`src/design/rbd_pkg.sv`:
```
// Shared types and constants of the byte-aligned rANS decoder.
// Depends on nothing; every design file imports it.
`timescale 1ns / 1ps

package rbd_pkg;

  // field widths fixed by the item layout
  localparam int KIND_W      = 3;
  localparam int SLOT_IDX_W  = 12;
  localparam int SYM_CODE_W  = 8;
  localparam int FREQ_W      = 13;
  localparam int CUM_W       = 12;
  localparam int WINDOW_W    = 32;
  localparam int USED_W      = 3;
  localparam int STATUS_W    = 2;

  // coder state and renormalization
  localparam int STATE_W     = 31;
  localparam int BYTE_W      = 8;
  localparam int RENORM_MAX  = 3;
  localparam logic [STATE_W-1:0] LOWER_BOUND = STATE_W'(32'h0080_0000);
  localparam logic [USED_W-1:0]  START_BYTES = 3'd4;

  // command queue between front and back
  localparam int QUEUE_DEPTH = 2;
  localparam int QPTR_W      = $clog2(QUEUE_DEPTH);

  // item kinds
  localparam logic [KIND_W-1:0] KIND_LOAD_SLOT = 3'd0;
  localparam logic [KIND_W-1:0] KIND_LOAD_SYM  = 3'd1;
  localparam logic [KIND_W-1:0] KIND_START     = 3'd2;
  localparam logic [KIND_W-1:0] KIND_DECODE    = 3'd3;
  localparam logic [KIND_W-1:0] KIND_FINISH    = 3'd4;

  // status codes
  localparam logic [STATUS_W-1:0] STATUS_OK         = 2'd0;
  localparam logic [STATUS_W-1:0] STATUS_BAD_START  = 2'd1;
  localparam logic [STATUS_W-1:0] STATUS_BAD_FINISH = 2'd2;
  localparam logic [STATUS_W-1:0] STATUS_NO_START   = 2'd3;

  typedef struct packed {
    logic [KIND_W-1:0]     kind;
    logic [SLOT_IDX_W-1:0] slot_index;
    logic [SYM_CODE_W-1:0] symbol_code;
    logic [FREQ_W-1:0]     frequency;
    logic [CUM_W-1:0]      cum_start;
    logic [WINDOW_W-1:0]   window;
  } in_item_t;

  typedef struct packed {
    logic [SYM_CODE_W-1:0] decoded_symbol;
    logic [USED_W-1:0]     bytes_used;
    logic [STATUS_W-1:0]   status;
  } out_item_t;

  typedef enum logic [2:0] {
    OP_NOP,
    OP_LOAD_SLOT,
    OP_LOAD_SYM,
    OP_START,
    OP_DECODE,
    OP_FINISH
  } op_t;

  typedef struct packed {
    op_t                   op;
    logic                  start_ok;
    logic [SLOT_IDX_W-1:0] slot_index;
    logic [SYM_CODE_W-1:0] symbol_code;
    logic [FREQ_W-1:0]     frequency;
    logic [CUM_W-1:0]      cum_start;
    logic [WINDOW_W-1:0]   window;
  } cmd_t;

  typedef struct packed {
    logic [FREQ_W-1:0] frequency;
    logic [CUM_W-1:0]  cum_start;
  } sym_entry_t;

  typedef enum logic [2:0] {
    ST_IDLE,
    ST_SLOT,
    ST_SYM,
    ST_MUL,
    ST_DONE
  } back_state_t;

endpackage

```
`src/design/rbd_front.sv`:
```
// Front end: accepts input words, classifies them into commands and queues them.
// Depends on rbd_pkg.
`timescale 1ns / 1ps

module rbd_front #(
  parameter int SYMBOL_COUNT = 256
) (
  input  logic            clk,
  input  logic            rst_n,
  input  logic            push,
  input  rbd_pkg::in_item_t in_item,
  output logic            full,
  output logic            cmd_valid,
  input  logic            cmd_take,
  output rbd_pkg::cmd_t   cmd
);
  import rbd_pkg::*;

  cmd_t              q_mem_r [QUEUE_DEPTH];
  logic [QPTR_W-1:0] wr_ptr_r, wr_ptr_nxt;
  logic [QPTR_W-1:0] rd_ptr_r, rd_ptr_nxt;
  logic [QPTR_W:0]   count_r, count_nxt;
  cmd_t              new_cmd;
  logic              sym_in_range;
  logic              push_fire;
  logic              take_fire;

  assign sym_in_range = {1'b0, in_item.symbol_code} < (SYM_CODE_W + 1)'(SYMBOL_COUNT);

  // classify the word; an out-of-range symbol load turns into a no-op
  always_comb begin
    new_cmd.slot_index  = in_item.slot_index;
    new_cmd.symbol_code = in_item.symbol_code;
    new_cmd.frequency   = in_item.frequency;
    new_cmd.cum_start   = in_item.cum_start;
    new_cmd.window      = in_item.window;
    new_cmd.start_ok    = !in_item.window[WINDOW_W-1] &&
                          (in_item.window[STATE_W-1:STATE_W-BYTE_W] != '0);
    case (in_item.kind)
      KIND_LOAD_SLOT: new_cmd.op = OP_LOAD_SLOT;
      KIND_LOAD_SYM:  new_cmd.op = sym_in_range ? OP_LOAD_SYM : OP_NOP;
      KIND_START:     new_cmd.op = OP_START;
      KIND_DECODE:    new_cmd.op = OP_DECODE;
      KIND_FINISH:    new_cmd.op = OP_FINISH;
      default:        new_cmd.op = OP_NOP;
    endcase
  end

  assign full      = (count_r == (QPTR_W + 1)'(QUEUE_DEPTH));
  assign cmd_valid = (count_r != '0);
  assign push_fire = push && !full;
  assign take_fire = cmd_take && cmd_valid;
  assign cmd       = q_mem_r[rd_ptr_r];

  always_comb begin
    wr_ptr_nxt = push_fire ? wr_ptr_r + 1'b1 : wr_ptr_r;
    rd_ptr_nxt = take_fire ? rd_ptr_r + 1'b1 : rd_ptr_r;
    count_nxt  = count_r + (QPTR_W + 1)'(push_fire) - (QPTR_W + 1)'(take_fire);
  end

  always_ff @(posedge clk) begin
    if (!rst_n) begin
      wr_ptr_r <= '0;
      rd_ptr_r <= '0;
      count_r  <= '0;
    end else begin
      wr_ptr_r <= wr_ptr_nxt;
      rd_ptr_r <= rd_ptr_nxt;
      count_r  <= count_nxt;
    end
  end

  always_ff @(posedge clk) begin
    if (push_fire) begin
      q_mem_r[wr_ptr_r] <= new_cmd;
    end
  end

endmodule

```
`config.mk`:
```
export PLATFORM = sky130hd
export DESIGN_NAME = rbd_front
export DESIGN_NICKNAME = d
export VERILOG_FILES = /design/src/design/rbd_pkg.sv /design/src/design/rbd_front.sv
export SDC_FILE = /design/constraint.sdc
export NUM_CORES = 1
export LEC_CHECK = 0
export BUFFER_PORTS_ARGS = -buffer_cell sky130_fd_sc_hd__buf_2
export CAP_MARGIN = 20
export CORE_ASPECT_RATIO = 0.8
export CORE_MARGIN = 10
export CORE_UTILIZATION = 25
export CTS_CLUSTER_DIAMETER = 150
export DETAILED_ROUTE_END_ITERATION = 10
export PLACE_DENSITY = 0.5
export SYNTH_ARGS = -nofsm -noshare
export SYNTH_HDL_FRONTEND = slang
export SYNTH_SLANG_ARGS = --single-unit
```
`constraint.sdc`:
```
create_clock -name clk -period 4.97 [get_ports clk]
set_clock_uncertainty 0.05 [all_clocks]
set_input_delay 0 -clock clk [delete_from_list [all_inputs] [get_ports clk]]
set_output_delay 0 -clock clk [all_outputs]
set_load 0.005 [all_outputs]
```
==> reports/summary.txt <==
crit path cell chain -> nand2b_1 -> and3_4 -> buf_4
row count -> 52
WP depth -> 3
Rel. slew slack -> 0.369
max-cap violation count -> 0
layout cell share with drive strength beyond 1 -> 0.500
number of cells on the worst hold path -> 2
synthesized instance count -> 288
Synth-to-Final Area Change -> 40.6%
R2R setup slack -> 2770 ps
Main synth FF type -> edfxtp_1
DP HPWL -> 9720 um
Core ar. -> 25500 um^2
initial antenna violation count -> 0
Post-synth top cells -> edfxtp_1 (162), mux2_4 (80), buf_12 (8), nor2_1 (6), dfxtp_1 (5)
I/O Pins -> 167
WL per Instance -> 15.7 um
Fmax -> 0.455 GHz
library cells used by synthesis -> 21
Cell Count, Final, Fillers Out -> 917
setup TNS -> 0 ps
Critical Path Source Type -> flip-flop
top-count cell post-synth -> edfxtp_1
dpl cells -> 800
CP Buf/Inv Count -> 1
final design utilization -> 0.360
Sink Count -> 167
Worst Hold Class -> input port to flip-flop
clk_lat worst skew -> 420 ps
Layout Nets -> 639
Synth top area share -> 0.745
CP Capture Type -> flip-flop
pin count of the biggest net entering global routing -> 50
synthesized area -> 6530 um^2
Post-synth EDFFs -> 162
slowest CP cell -> and3_4
vias per cell -> 3.75
GRT Overall Usage -> 0.0883
root buffer selected by CTS -> clkbuf_16
Leak -> 3.57 nW
fraction of registers with async set/reset -> 0
Syn. warnings -> 0
Initial Utilization -> 0.256
PD cells -> 468 nW/um^2
Seq cells post-synth -> 167
PortBufs -> 166
chip height -> 165 um
DIE AREA -> 33000 um^2
Routed Antenna Nets -> 0
crit path kind -> flip-flop to flip-flop
Mapped Nets -> 374
Top Family by Delay on Critical Path -> simple AND/OR/NAND/NOR gates
Initial DRC Count -> 112
maximum vdd drop -> 0.207 mV
Final period util -> 0.442
first-pass GRT wire length -> 22400 um
final wirelength -> 14400 um
CTS tree -> yes
Hold Fails Final Rpt -> 0
H-tree Lvls -> 4
critical path arrival -> 2210 ps
CTS buffer count -> 17
post-cts sizing count -> 0
gr ovfl total -> 0
n_diodes -> 0
Setup Buffers After CTS -> 0
TritonRoute pass-1 iters -> 4
Final min period -> 2200 ps
vias in the first global route -> 3936
Synth area leader -> edfxtp_1
die width -> 201 um
Post-route DRC -> 0
R2R depth -> 3
Clock transition at path regs -> 60 ps
ranking of synthesized cells by area -> edfxtp_1 (74%), mux2_4 (18%), buf_12 (2.5%), dfxtp_1 (1.5%), xnor2_1 (0.40%)
Worst Path Required -> 4980 ps
status -> finished, final reports clean
gpl congestion -> 0.706
Slew @ Worst Pin -> 946 ps
vias -> 3435
register area share after synthesis -> 0.760
Crit path largest cell delay -> 610 ps
hold_buf cts -> 84
RSZ-0062 raised after global routing -> no
Clock Tree Buf Depth -> 2
Final setup viols -> 0
Final Max Tran Viols -> 0
CP Max Fanout -> 43
Avg Synthesized Cell Area -> 22.7 um^2
## metrics by stage
stage                     power, W  area, um^2  hold slack, ps  worst slack [ps]
after floorplan            0.00257        6530            48.9               440
after global placement     0.00287        7690             137              2680
after detailed placement   0.00289        7690             141              2580
after CTS                  0.00438        9170             221              2570
after global routing       0.00453        9190             218              2580
final                      0.00430        9190             251              2770
## placed cells by master (no fill, tap or decap), types with 2 or more instances in the layout
master / n
buf_2: 166
edfxtp_1: 162
dlygate4sd3_1: 84
mux2_4: 80
clkbuf_16: 17
nor2_1: 5
bufinv_16: 5
nand2_1: 4
dfxtp_1: 4
inv_1: 3
xnor2_1: 3
clkbuf_1: 3
buf_4: 3
nand2b_1: 2
a21oi_1: 2
nor4_1: 2
ha_1: 2
clkinv_4: 2
clkinvlp_4: 2
clkinv_1: 2
buf_12: 2
## sequential cells by signal, summed over array words and instances, names as in the netlist, named ones only
| signal | cells |
|---|---|
| q_mem_r | 162 |
| count_r | 2 |
| rd_ptr_r | 1 |
| wr_ptr_r | 1 |
## worst register-to-register path: stages, from the launching register on
cell and delay [ps]:
dfxtp_1 360, nand2b_1 170, and3_4 610, buf_4 600
## path summary, 6_finish.rpt
path / start / end
setup / recovery: count_r[0] / q_mem_r[1][65]
hold / removal: in_item[10] / q_mem_r[1][10]
setup reg to reg: count_r[0] / q_mem_r[1][65]
hold reg to reg: rd_ptr_r / flip-flop
## final cells by class
cell class / count / area [um^2]
clock buffer: 20 / 437
clock inverter: 12 / 199
fill: 2427 / 16300
inverter: 3 / 11.3
multi-input combinational: 109 / 1400
sequential: 167 / 4970
tap: 351 / 439
timing repair buffer: 255 / 1730
## per-layer routing
| layer | track usage | up-vias | part of all wire | wire length [um] |
|---|---|---|---|---|
| li1 | - | 1653 | - | - |
| met1 | 0.102 | 1666 | 0.44 | 6370 |
| met2 | 0.145 | 106 | 0.48 | 6960 |
| met3 | 0.0382 | 10 | 0.063 | 903 |
| met4 | 0.0313 | 0 | 0.011 | 155 |
| met5 | 0 | - | 0 | 0 |
## logic make-up after synthesis
group | after synthesis | synth area share
AND/OR/NAND/NOR | 17 | 0.0124
adder cells (fa/ha/maj) | 2 | 0.00383
multiplexers | 82 | 0.187
flip-flops | 167 | 0.760
buffers and inverters | 12 | 0.0280
XOR/XNOR | 4 | 0.00536
AO/OA/AOI/OAI | 4 | 0.00345
## power by group
part	switching, W	leakage (nW)	internal, W
Combinational	0.000474	1.72	0.000583
Clock	0.000536	0.300	0.000892
Sequential	0.0000486	1.56	0.00177
Note: power is estimated with default switching activity, not from simulation.
